==> config.mk <==
export PLATFORM = sky130hd
export DESIGN_NAME = i2c_master_transaction_sequencer
export DESIGN_NICKNAME = d
export VERILOG_FILES = /design/src/sv/i2cmts_pkg.sv /design/src/sv/i2cmts_core.sv /design/src/sv/i2c_master_transaction_sequencer.sv
export SDC_FILE = /design/constraint.sdc
export NUM_CORES = 1
export LEC_CHECK = 0
export BUFFER_PORTS_ARGS = -buffer_cell sky130_fd_sc_hd__buf_4
export CAP_MARGIN = 20
export CORE_UTILIZATION = 55
export CTS_BUF_LIST = sky130_fd_sc_hd__clkbuf_16
export CTS_CLUSTER_SIZE = 30
export DETAILED_ROUTE_END_ITERATION = 8
export GPL_TIMING_DRIVEN = 0
export PLACE_DENSITY_LB_ADDON = 0.12
export SLEW_MARGIN = 20
export SYNTH_ARGS = -nofsm -noshare
export SYNTH_HDL_FRONTEND = slang
export SYNTH_HIERARCHICAL = 1
export SYNTH_SLANG_ARGS = --single-unit
==> constraint.sdc <==
create_clock -name clk -period 3.25 [get_ports clk]
set_input_delay 0.1625 -clock clk [delete_from_list [all_inputs] [get_ports clk]]
set_output_delay 0.1625 -clock clk [all_outputs]
set_load 0.03 [all_outputs]
==> src/sv/i2cmts_pkg.sv <==
// Shared types and constants for the I2C master transaction sequencer.
package i2cmts_pkg;

  localparam int MAX_ADDRESS_BYTES = 4;
  localparam int COUNT_BITS        = 16;

  typedef enum logic [2:0] {
    PH_IDLE  = 3'd0,
    PH_START = 3'd1,
    PH_SLA   = 3'd2,
    PH_ADDR  = 3'd3,
    PH_TX    = 3'd4,
    PH_RX    = 3'd5
  } phase_t;

  typedef enum logic [2:0] {
    ACT_NONE    = 3'd0,
    ACT_START   = 3'd1,
    ACT_SEND    = 3'd2,
    ACT_ACK     = 3'd3,
    ACT_NACK    = 3'd4,
    ACT_STOP    = 3'd5,
    ACT_RELEASE = 3'd6
  } action_t;

  typedef enum logic [1:0] {
    ERR_OK    = 2'd0,
    ERR_BUSY  = 2'd1,
    ERR_NACK  = 2'd2,
    ERR_OTHER = 2'd3
  } error_t;

  // Bus status codes, low three bits masked off.
  localparam logic [7:0] STATUS_MASK  = 8'hF8;
  localparam logic [7:0] ST_START     = 8'h08;
  localparam logic [7:0] ST_RSTART    = 8'h10;
  localparam logic [7:0] ST_SLAW_ACK  = 8'h18;
  localparam logic [7:0] ST_SLAW_NACK = 8'h20;
  localparam logic [7:0] ST_DATA_ACK  = 8'h28;
  localparam logic [7:0] ST_DATA_NACK = 8'h30;
  localparam logic [7:0] ST_ARB_LOST  = 8'h38;
  localparam logic [7:0] ST_SLAR_ACK  = 8'h40;
  localparam logic [7:0] ST_SLAR_NACK = 8'h48;
  localparam logic [7:0] ST_RX_ACK    = 8'h50;
  localparam logic [7:0] ST_RX_NACK   = 8'h58;

  typedef struct packed {
    action_t    action;
    logic [7:0] out_byte;
    logic [7:0] rx_byte;
    logic       rx_valid;
    logic       done_res;
    error_t     error_code;
  } result_t;

endpackage

==> src/sv/i2cmts_core.sv <==
// Transaction state and per-transaction step logic of the I2C sequencer.
module i2cmts_core #(
  parameter int MAX_ADDRESS_BYTES = i2cmts_pkg::MAX_ADDRESS_BYTES,
  parameter int COUNT_BITS        = i2cmts_pkg::COUNT_BITS
) (
  input  logic                clk,
  input  logic                rst_n,
  input  logic                accept,
  input  logic                mode,
  input  logic                is_read,
  input  logic [6:0]          device_address,
  input  logic [31:0]         register_address,
  input  logic [2:0]          register_address_bytes,
  input  logic [15:0]         byte_count,
  input  logic [7:0]          status_code,
  input  logic [7:0]          bus_byte,
  input  logic [7:0]          tx_byte,
  output i2cmts_pkg::result_t res,
  output logic                busy
);

  localparam int AB_BITS = $clog2(MAX_ADDRESS_BYTES + 1);

  i2cmts_pkg::phase_t     phase_r, phase_nxt;
  logic                   reading_r, reading_nxt;
  logic [6:0]             target_r, target_nxt;
  logic [31:0]            shift_r, shift_nxt;
  logic [AB_BITS-1:0]     abytes_r, abytes_nxt;
  logic [COUNT_BITS-1:0]  dbytes_r, dbytes_nxt;

  logic [2:0]             n_sat;
  logic [31:0]            shift_load;
  logic [7:0]             st;
  logic [COUNT_BITS-1:0]  rx_left;

  // Outcome of moving on after an ack in a write
  i2cmts_pkg::action_t    wn_act;
  logic [7:0]             wn_byte;
  i2cmts_pkg::phase_t     wn_phase;
  logic [31:0]            wn_shift;
  logic [AB_BITS-1:0]     wn_ab;
  logic [COUNT_BITS-1:0]  wn_db;
  logic                   wn_done;

  assign busy = (phase_r != i2cmts_pkg::PH_IDLE);
  assign st   = status_code & i2cmts_pkg::STATUS_MASK;

  assign n_sat = (register_address_bytes > 3'(MAX_ADDRESS_BYTES)) ?
                 3'(MAX_ADDRESS_BYTES) : register_address_bytes;
  // Left-align the low n bytes so the MSB byte sits in bits 31..24
  assign shift_load = register_address << {2'(3'd4 - n_sat), 3'b000};

  assign rx_left = (dbytes_r != '0) ? dbytes_r - COUNT_BITS'(1) : dbytes_r;

  always_comb begin
    wn_act   = i2cmts_pkg::ACT_SEND;
    wn_byte  = 8'h00;
    wn_phase = phase_r;
    wn_shift = shift_r;
    wn_ab    = abytes_r;
    wn_db    = dbytes_r;
    wn_done  = 1'b0;
    if (abytes_r != '0) begin
      wn_byte  = shift_r[31:24];
      wn_shift = {shift_r[23:0], 8'h00};
      wn_ab    = abytes_r - AB_BITS'(1);
      wn_phase = i2cmts_pkg::PH_ADDR;
    end else if (dbytes_r != '0) begin
      wn_byte  = tx_byte;
      wn_db    = dbytes_r - COUNT_BITS'(1);
      wn_phase = i2cmts_pkg::PH_TX;
    end else begin
      wn_act   = i2cmts_pkg::ACT_STOP;
      wn_done  = 1'b1;
      wn_phase = i2cmts_pkg::PH_IDLE;
    end
  end

  always_comb begin
    res         = '0;
    phase_nxt   = phase_r;
    reading_nxt = reading_r;
    target_nxt  = target_r;
    shift_nxt   = shift_r;
    abytes_nxt  = abytes_r;
    dbytes_nxt  = dbytes_r;
    if (!mode) begin
      if (phase_r == i2cmts_pkg::PH_IDLE) begin
        reading_nxt = is_read;
        target_nxt  = device_address;
        dbytes_nxt  = COUNT_BITS'(byte_count);
        if (n_sat == 3'd0 || is_read) begin
          shift_nxt  = '0;
          abytes_nxt = '0;
        end else begin
          shift_nxt  = shift_load;
          abytes_nxt = AB_BITS'(n_sat);
        end
        res.action = i2cmts_pkg::ACT_START;
        phase_nxt  = i2cmts_pkg::PH_START;
      end
    end else begin
      unique case (phase_r)
        i2cmts_pkg::PH_START: begin
          if (st == i2cmts_pkg::ST_START || st == i2cmts_pkg::ST_RSTART) begin
            res.action   = i2cmts_pkg::ACT_SEND;
            res.out_byte = {target_r, reading_r};
            phase_nxt    = i2cmts_pkg::PH_SLA;
          end else begin
            res.done_res   = 1'b1;
            res.error_code = i2cmts_pkg::ERR_BUSY;
            phase_nxt      = i2cmts_pkg::PH_IDLE;
          end
        end
        i2cmts_pkg::PH_SLA, i2cmts_pkg::PH_ADDR, i2cmts_pkg::PH_TX: begin
          if (phase_r == i2cmts_pkg::PH_SLA && reading_r) begin
            if (st == i2cmts_pkg::ST_SLAR_ACK) begin
              if (dbytes_r == '0) begin
                res.action   = i2cmts_pkg::ACT_STOP;
                res.done_res = 1'b1;
                phase_nxt    = i2cmts_pkg::PH_IDLE;
              end else begin
                res.action = (dbytes_r == COUNT_BITS'(1)) ?
                             i2cmts_pkg::ACT_NACK : i2cmts_pkg::ACT_ACK;
                phase_nxt  = i2cmts_pkg::PH_RX;
              end
            end else begin
              res.done_res = 1'b1;
              phase_nxt    = i2cmts_pkg::PH_IDLE;
              if (st == i2cmts_pkg::ST_SLAR_NACK) begin
                res.action     = i2cmts_pkg::ACT_STOP;
                res.error_code = i2cmts_pkg::ERR_NACK;
              end else if (st == i2cmts_pkg::ST_ARB_LOST) begin
                res.action     = i2cmts_pkg::ACT_RELEASE;
                res.error_code = i2cmts_pkg::ERR_OTHER;
              end else begin
                res.action     = i2cmts_pkg::ACT_STOP;
                res.error_code = i2cmts_pkg::ERR_OTHER;
              end
            end
          end else if ((phase_r == i2cmts_pkg::PH_SLA && st == i2cmts_pkg::ST_SLAW_ACK) ||
                       (phase_r != i2cmts_pkg::PH_SLA && st == i2cmts_pkg::ST_DATA_ACK))
          begin
            res.action   = wn_act;
            res.out_byte = wn_byte;
            res.done_res = wn_done;
            phase_nxt    = wn_phase;
            shift_nxt    = wn_shift;
            abytes_nxt   = wn_ab;
            dbytes_nxt   = wn_db;
          end else begin
            res.done_res = 1'b1;
            phase_nxt    = i2cmts_pkg::PH_IDLE;
            if ((phase_r == i2cmts_pkg::PH_SLA && st == i2cmts_pkg::ST_SLAW_NACK) ||
                (phase_r != i2cmts_pkg::PH_SLA && st == i2cmts_pkg::ST_DATA_NACK)) begin
              res.action     = i2cmts_pkg::ACT_STOP;
              res.error_code = i2cmts_pkg::ERR_NACK;
            end else if (st == i2cmts_pkg::ST_ARB_LOST) begin
              res.action     = i2cmts_pkg::ACT_RELEASE;
              res.error_code = i2cmts_pkg::ERR_OTHER;
            end else begin
              res.action     = i2cmts_pkg::ACT_STOP;
              res.error_code = i2cmts_pkg::ERR_OTHER;
            end
          end
        end
        i2cmts_pkg::PH_RX: begin
          if (st == i2cmts_pkg::ST_RX_ACK || st == i2cmts_pkg::ST_RX_NACK) begin
            res.rx_byte  = bus_byte;
            res.rx_valid = 1'b1;
            dbytes_nxt   = rx_left;
            if (st == i2cmts_pkg::ST_RX_NACK || rx_left == '0) begin
              res.action   = i2cmts_pkg::ACT_STOP;
              res.done_res = 1'b1;
              phase_nxt    = i2cmts_pkg::PH_IDLE;
            end else begin
              res.action = (rx_left == COUNT_BITS'(1)) ?
                           i2cmts_pkg::ACT_NACK : i2cmts_pkg::ACT_ACK;
            end
          end else begin
            res.done_res   = 1'b1;
            res.error_code = i2cmts_pkg::ERR_OTHER;
            phase_nxt      = i2cmts_pkg::PH_IDLE;
            res.action     = (st == i2cmts_pkg::ST_ARB_LOST) ?
                             i2cmts_pkg::ACT_RELEASE : i2cmts_pkg::ACT_STOP;
          end
        end
        default: begin
          phase_nxt = i2cmts_pkg::PH_IDLE;
        end
      endcase
    end
  end

  always_ff @(posedge clk) begin
    if (!rst_n) begin
      phase_r   <= i2cmts_pkg::PH_IDLE;
      reading_r <= 1'b0;
      target_r  <= '0;
      shift_r   <= '0;
      abytes_r  <= '0;
      dbytes_r  <= '0;
    end else if (accept) begin
      phase_r   <= phase_nxt;
      reading_r <= reading_nxt;
      target_r  <= target_nxt;
      shift_r   <= shift_nxt;
      abytes_r  <= abytes_nxt;
      dbytes_r  <= dbytes_nxt;
    end
  end

endmodule

==> src/sv/i2c_master_transaction_sequencer.sv <==
// Top level of the I2C master transaction sequencer: handshake and result register.
// The result is registered and shows on out_ in the cycle after acceptance.
// Throughput: one transaction per cycle; the transaction state updates in the same
// cycle it is accepted, and the result register frees whenever out_stall is low.
// Reset (synchronous, rst_n low): phase returns to idle, all state clears and the
// result register is emptied.
module i2c_master_transaction_sequencer #(
  parameter int MAX_ADDRESS_BYTES = i2cmts_pkg::MAX_ADDRESS_BYTES,
  parameter int COUNT_BITS        = i2cmts_pkg::COUNT_BITS
) (
  input  logic        clk,
  input  logic        rst_n,
  // Input channel: commands and bus status events
  input  logic        in_valid,
  output logic        in_stall,
  input  logic        in_mode,
  input  logic        in_is_read,
  input  logic [6:0]  in_device_address,
  input  logic [31:0] in_register_address,
  input  logic [2:0]  in_register_address_bytes,
  input  logic [15:0] in_byte_count,
  input  logic [7:0]  in_status_code,
  input  logic [7:0]  in_bus_byte,
  input  logic [7:0]  in_tx_byte,
  // Result channel: one action per accepted transaction
  output logic        out_valid,
  input  logic        out_stall,
  output logic [2:0]  out_action,
  output logic [7:0]  out_out_byte,
  output logic [7:0]  out_rx_byte,
  output logic        out_rx_valid,
  output logic        out_done_res,
  output logic [1:0]  out_error_code
);

  i2cmts_pkg::result_t res;
  i2cmts_pkg::result_t res_r;
  logic                out_valid_r;
  logic                accept;
  logic                busy;

  // Hold the input only while a result sits in the register and is not taken;
  // a result being taken this cycle frees the slot for the next transaction.
  assign in_stall = out_valid_r & out_stall;
  assign accept   = in_valid & ~in_stall;

  i2cmts_core #(
    .MAX_ADDRESS_BYTES(MAX_ADDRESS_BYTES),
    .COUNT_BITS       (COUNT_BITS)
  ) u_core (
    .clk                   (clk),
    .rst_n                 (rst_n),
    .accept                (accept),
    .mode                  (in_mode),
    .is_read               (in_is_read),
    .device_address        (in_device_address),
    .register_address      (in_register_address),
    .register_address_bytes(in_register_address_bytes),
    .byte_count            (in_byte_count),
    .status_code           (in_status_code),
    .bus_byte              (in_bus_byte),
    .tx_byte               (in_tx_byte),
    .res                   (res),
    .busy                  (busy)
  );

  // Result register: load on accept, drop the valid once taken.
  always_ff @(posedge clk) begin
    if (!rst_n) begin
      out_valid_r <= 1'b0;
    end else if (accept) begin
      out_valid_r <= 1'b1;
    end else if (!out_stall) begin
      out_valid_r <= 1'b0;
    end
  end

  // Payload needs no reset; it only changes on accept, never while stalled.
  always_ff @(posedge clk) begin
    if (accept) begin
      res_r <= res;
    end
  end

  assign out_valid      = out_valid_r;
  assign out_action     = res_r.action;
  assign out_out_byte   = res_r.out_byte;
  assign out_rx_byte    = res_r.rx_byte;
  assign out_rx_valid   = res_r.rx_valid;
  assign out_done_res   = res_r.done_res;
  assign out_error_code = res_r.error_code;

  // An error is only ever reported with the end of a transaction.
  a_err_needs_done: assert property (@(posedge clk) disable iff (!rst_n)
    (out_valid_r && res_r.error_code != i2cmts_pkg::ERR_OK) |-> res_r.done_res)
    else $error("error code without transaction end");

  // A transmit byte only travels with a send action.
  a_byte_only_on_send: assert property (@(posedge clk) disable iff (!rst_n)
    (out_valid_r && res_r.action != i2cmts_pkg::ACT_SEND) |-> (res_r.out_byte == 8'h00))
    else $error("out_byte set without send action");

  // A transaction end returns the sequencer to idle.
  a_done_goes_idle: assert property (@(posedge clk) disable iff (!rst_n)
    (accept && res.done_res) |=> !busy)
    else $error("sequencer still busy after transaction end");

  // A start action is only given from idle, and leaves the sequencer busy.
  a_start_from_idle: assert property (@(posedge clk) disable iff (!rst_n)
    (accept && res.action == i2cmts_pkg::ACT_START) |-> (!busy ##1 busy))
    else $error("start issued while a transaction was active");

endmodule
Word level (Yosys, flattened, before mapping)
Index checks and enable logic that the tools add are counted.
- flip-flop bits (word level): 86
- bits of input ports: 88
- output and inout bits: 25
- word-level logic and storage cells: 152
- add/sub/neg operators: 3
- $lt $le $gt $ge: 1
- eq/ne operators: 30
- shifts and indexed selects: 1
- multiplexer cells: 75
- bitwise gates (word level): 4
- reductions and logical operators: 25
- operators with widths (cell ; number):
    32-bit two-way mux ; 7
    16-bit two-way mux ; 7
    3-bit two-way mux ; 32
    16-bit by 1-bit equality test with 1-bit output (second input constant) ; 2
    16-bit zero test ; 2
    8-bit two-way mux ; 4
    16-bit case mux with 2 select lines ; 1
    32-bit by 5-bit << shifter with 32-bit output ; 1
    3-bit case mux with 3 select lines ; 3
    5-bit by 3-bit equality test with 1-bit output (second input constant) ; 4
    5-bit by 4-bit equality test with 1-bit output (second input constant) ; 4
    8-bit case mux with 2 select lines ; 1
    16-bit nonzero test ; 1
    16-bit by 1-bit subtractor with 16-bit output (second input constant) ; 1
    1-bit two-way mux ; 13
    2-bit two-way mux ; 6
    5-bit by 2-bit equality test with 1-bit output (second input constant) ; 2
    10-bit two-way mux ; 1
    3-bit by 2-bit != test with 1-bit output (second input constant) ; 3
    3-bit AND reduction ; 3
    2-bit by 1-bit != test with 1-bit output (second input constant) ; 4
    7-bit AND reduction ; 1
    3-bit by 2-bit equality test with 1-bit output (second input constant) ; 2
    3-bit equality test (second input constant) ; 2
    other kinds (19) ; 32

Depth between registers and ports, before layout
- word-level depth: 8
- mapped depth: 12
- depth with buffers taken out: 9

Modules after synthesis
The synthesis kept the hierarchy.
- by module, submodules not included (module ; instances ; cells each ; area an instance (sq um) ; seq. area each (sq um)):
    i2cmts_core ; 1 ; 582 ; 4247.8 ; 1241.2
    i2c_master_transaction_sequencer ; 1 ; 27 ; 733.2 ; 710.7

Worst setup path before layout
No wires, ideal clock.
- path type: reg2reg
- from: reg out_valid_r (netlist: out_valid)
- to: reg u_core.shift_r[30]
- library setup time: 0.132 ns
- arrival time: 2.999 ns
- slack: 0.119 ns
- cell stages (with the launch flop): 8
- path buffers: 1
- period minus slack after synthesis: 3.131 ns
- cell sequence: dfxtp_1 > and2_4 > nor2b_1 > a21boi_0 > o21ai_2 > buf_2 > a211oi_1 > nor3_1
- word-level cells in the longest chain between the ends: 4
- ends and longest elaborated chain (item ; RTL line ; text):
    start, declared ; i2c_master_transaction_sequencer.sv:38 ; logic out_valid_r;
    start signal, assigned ; i2c_master_transaction_sequencer.sv:70 ; out_valid_r <= 1'b0;
    start signal, assigned ; i2c_master_transaction_sequencer.sv:72 ; out_valid_r <= 1'b1;
    start signal, assigned ; i2c_master_transaction_sequencer.sv:74 ; out_valid_r <= 1'b0;
    1-bit bitwise AND ; i2c_master_transaction_sequencer.sv:44 ; assign in_stall = out_valid_r & out_stall;
    named net in_stall ; i2c_master_transaction_sequencer.sv:15 ; output logic in_stall,
    1-bit NOT ; i2c_master_transaction_sequencer.sv:45 ; assign accept = in_valid & ~in_stall;
    1-bit bitwise AND ; i2c_master_transaction_sequencer.sv:45 ;
    named net accept ; i2c_master_transaction_sequencer.sv:39 ; logic accept;
    6-bit AND reduction (no line) ; -- ;
    end signal, assigned ; i2cmts_core.sv:207 ; shift_r <= shift_nxt;
    end, declared ; i2cmts_core.sv:27 ; logic [31:0] shift_r, shift_nxt;
The timed path passes the listed nets, and every way through them passes these cells.
A chain may end at the register's enable or synchronous reset.

Final worst setup path
- from: reg u_core.dbytes_r[8]
- to: reg res_r (netlist bit out_done_res) (data pin)
- word-level cells in the longest chain between the ends: 7
- elaborated cells on any way between the ends: 15
- classes of those cells: add/sub (1); mux (10); reduce/logical (4)
- ends and longest elaborated chain (item ; RTL line ; text):
    start, declared ; i2cmts_core.sv:29 ; logic [COUNT_BITS-1:0] dbytes_r, dbytes_nxt;
    start signal, assigned ; i2cmts_core.sv:209 ; dbytes_r <= dbytes_nxt;
    16-bit by 1-bit subtractor with 16-bit output / 16-bit nonzero test (equally long branches) ; i2cmts_core.sv:53, i2cmts_core.sv:68 ;
    16-bit two-way mux ; i2cmts_core.sv:53 ; assign rx_left = (dbytes_r != '0) ? dbytes_r - COUNT_BITS'(1) : dbytes_r;
    16-bit zero test ; i2cmts_core.sv:172 ; if (st == i2cmts_pkg::ST_RX_NACK || rx_left == '0) begin
    1-bit logical OR ; i2cmts_core.sv:172 ;
    1-bit two-way mux ; i2cmts_core.sv:172 ;
    1-bit two-way mux ; i2cmts_core.sv:168 ; if (st == i2cmts_pkg::ST_RX_ACK || st == i2cmts_pkg::ST_RX_NACK) begin
    3-bit case mux with 3 select lines (*) ; i2cmts_core.sv:103 ; unique case (phase_r)
    end signal, assigned ; i2c_master_transaction_sequencer.sv:81 ; res_r <= res;
    end, declared ; i2c_master_transaction_sequencer.sv:37 ; i2cmts_pkg::result_t res_r;
Every way passes the cells marked *; elsewhere a longest branch is shown, timed or not.

==> summary.md <==
| Metric | Value |
|---|---|
| Mapped cell area | 4980 um2 |
| Critical Path AT | 3.13 ns |
| Critical-path maximum fanout | 10 |
| Die height | 97.2 um |
| Switching share of power | 32.3% |
| Yosys reg bits | 86 |
| # nets final | 821 |
| Fin. max-slew vios | 0 |
| Core area | 8760 um2 |
| Yosys cell types | 68 |
| DP Area | 5940 um2 |
| CTS Hold Bufs | 0 |
| Outcome | finished clean |
| Cells after synthesis | 609 |
| Top_reg_cell synth | dfxtp_1 |
| Routed Antenna Nets | 0 |
| Grt ovf | 0 |
| Net Switching | 0.949 mW |
| PortBufs | 108 |
| Die area | 9440 um2 |
| Syn Nets | 702 |
| PD cells | 471 nW/um2 |
| Leakage | 2.44 nW |
| First-pass GRT wire length | 24000 um |
| Dpl ws | 0.165 ns |
| Critical Path RT | 3.34 ns |
| Crit. End Element | register |
| Post-detail-place hpwl | 10700 um |
| CTS Buf Count | 9 |
| Via count | 5277 |
| Max Cap Violations | 0 |
| Htree depth | 3 |
| PnR worst setup slack | 0.216 ns |
| Clock transition at path regs | 0.07 ns |
| Max_slew headroom | 35.5% |
| Layout cells sized above 1 | 21.4% |
| Synth area leader | dfxtp_1 |
| I/O pin cnt | 113 |
| CTS Root Cell | clkbuf_16 |
| # rows | 34 |
| Clk_lat worst skew | 0.34 ns |
| Clk sinks | 86 |
| # diodes | 0 |
| GRT Total Usage | 31.4% |
| Worst path slowest cell | nor4_1 |
| Worst hold path type | input pin to register |
| Vias in the first global route | 4838 |
| Initial antenna violation count | 0 |
| DRT Wirelength | 15000 um |
| Worst-margin pin slew | 0.959 ns |
| Routed WL per cell | 17.8 um |
| Starting Density | 56.8% |
| Initial DRC count | 437 |
| Finished Cell Area | 6240 um2 |
| Drt drc | 0 |
| Mean Syn Cell Area | 8.18 um2 |
| Layout overhead on the synthesized area | 25.3% |
| Clock Tree Buf Depth | 2 |
| Sequential power share | 40.6% |
| Logic pwr share | 24.4% |
| Startpoint type of the worst setup path | register |
| Synth top area share | 25.3% |
| DR pass1 iterations | 5 |
| Largest net degree at the start of global routing | 28 |
| Die width | 97.2 um |
| Minimum clock period | 3.03 ns |
| Async SR Flop Fraction | 0% |
| Crit-path max cell delay | 0.68 ns |
| Seq/Total Area, Yosys | 39.2% |
| Fmax | 0.330 GHz |
| Worst hold margin | 0.0378 ns |
| Cell-internal power | 1.99 mW |
| Layout fillers | 712 |
| Crit path kind | register to register |
| Clk network pwr share | 34.9% |
| Area contributors post-synth | dfxtp_1 25%, edfxtp_1 14%, nand2_1 5.8% |
| Worst IR Drop VDD | 0.250 mV |
| CTS tree | done |
| Final Hold Fails | 0 |
| Unrepaired setup endpoints after global routing | no |
| Tcrit/Tclk final | 93.4% |
| Clock Skews | 0.00538 ns |
| Post-synth EDFFs | 23 |
| Endpoints failing setup | 0 |
| Via density | 6.27 |
| Critical-path cell list | clkbuf_1 -> nor4_1 -> nand4_1 -> mux2i_1 -> and4bb_1 -> and4b_1 -> o221a_2 |
| RePlAce Congestion | 0.942 |
| Yosys warning count | 6 |
==> cell families (layout without fill, tap and decap cells) <==
kind of cell / count (synthesis) / after routing / share of synthesized area (%)
AOI/OAI and AO/OA: 177 / 177 / 24.1
xor gates and xnor gates: 3 / 3 / 0.528
adders and majority gates: 5 / 5 / 1.26
buffers and inverters: 55 / 179 / 4.72
DFF: 86 / 86 / 39.2
muxes: 20 / 20 / 4.04
and+or+nand+nor: 263 / 263 / 26.1
==> placed cells by master, fill, tap and decap left out, drive strengths merged, types with 5 or more instances in the layout <==
cell type,netlist,routed
buf,16,124
nand2,77,77
dfxtp,63,63
nor2,63,63
a21oi,47,47
clkbuf,26,35
nor3,31,31
o21ai,28,28
a211oi,27,27
edfxtp,23,23
nand3,23,23
mux2i,19,19
inv,12,17
o22ai,10,10
and2,10,10
nor4,10,10
o21a,9,9
a22oi,9,9
a222oi,8,8
or4,7,7
nor2b,7,7
nand2b,6,6
o31ai,5,5
ha,5,5
==> path summary, 6_finish.rpt <==
path | start | endpoint | slack [ns] | cells after the start
max | u_core/dbytes_r[8] | out_done_res | 0.22 | 7
min reg2reg | u_core/shift_r[2] | u_core/shift_r[2] | 0.46 | 2
min | rst_n | out_valid | 0.04 | 2
max reg2reg | u_core/dbytes_r[8] | out_done_res | 0.22 | 7
==> repair_timing <==
item,4_1_cts,5_1_grt
setup buffers,0,0
gates resized for setup,0,1
setup endpoints to repair,0,1
==> flip-flops by register name, summed over array words and instances (netlist names) <==
signal and flops:
out_out_byte 8, out_rx_valid 1, u_core/target_r 7, out_valid 1, out_rx_byte 8, out_error_code 2, u_core/reading_r 1, u_core/shift_r 32
out_action 3, u_core/dbytes_r 16, u_core/phase_r 3, u_core/abytes_r 3, out_done_res 1
==> stage by stage <==
step / setup TNS (ns) / std cells / power (mW) / utilization [%]
2_1_floorplan: 0 / 609 / 1.67 / -
3_3_place_gp: -19.99 / 825 / 1.90 / 67.6
3_5_place_dp: 0 / 825 / 1.92 / 67.8
4_1_cts: 0 / 841 / 2.93 / 71.2
5_1_grt: 0 / 841 / 3.07 / 71.2
6_report: 0 / 841 / 2.94 / 71.2
==> power by group through the flow <==
stage / combinational, mW / sequential [mW] / clock (mW)
4_1_cts: 0.701 / 1.19 / 1.04
3_5_place_dp: 0.698 / 1.22 / 0
2_1_floorplan: 0.435 / 1.24 / 0
3_3_place_gp: 0.687 / 1.22 / 0
5_1_grt: 0.781 / 1.20 / 1.09
6_report: 0.718 / 1.19 / 1.03
==> layer usage <==
layer	GRT usage (%)	vias up	wire, um
met5	0	-	0
met2	50.2	305	6840
met1	43.0	2428	6430
met4	9.87	0	242
met3	5.76	29	1450
li1	-	2515	-
==> synthesized netlist by cell type (6+ instances only) <==
| library cell | number |
|---|---|
| edfxtp_1 | 23 |
| a211oi_1 | 27 |
| nor2b_1 | 7 |
| inv_1 | 12 |
| nor2_1 | 63 |
| a22oi_1 | 9 |
| o22ai_1 | 10 |
| mux2i_1 | 19 |
| o21ai_0 | 24 |
| clkbuf_1 | 25 |
| o21a_1 | 9 |
| dfxtp_1 | 63 |
| nand2_1 | 77 |
| a222oi_1 | 8 |
| nor4_1 | 7 |
| a21oi_1 | 47 |
| buf_2 | 10 |
| nand2b_1 | 6 |
| nand3_1 | 23 |
| and2_1 | 9 |
| nor3_1 | 31 |
| or4_1 | 7 |
==> worst max-delay path, delay by kind of cell, from the launching register on <==
kind            cells  cell delay (ns)
flops               1             0.31
mux                 1             0.31
simple gates        4             1.69
buf+inv             1             0.22
compound gates      1             0.26
==> area by class of cell <==
cell class / instances / area [um2] / share of cell area, %
clock buffers: 9 / 225 / 3.61
repair buffers: 108 / 811 / 13.0
inverters: 13 / 48.8 / 0.782
flip-flops and latches: 86 / 1950 / 31.3
well taps: 108 / 135 / 2.16
clock inverters: 7 / 71.3 / 1.14
multi-input cells: 468 / 2810 / 45.1
plain buffers: 42 / 186 / 2.99
Power figures use the tool's default switching activity.
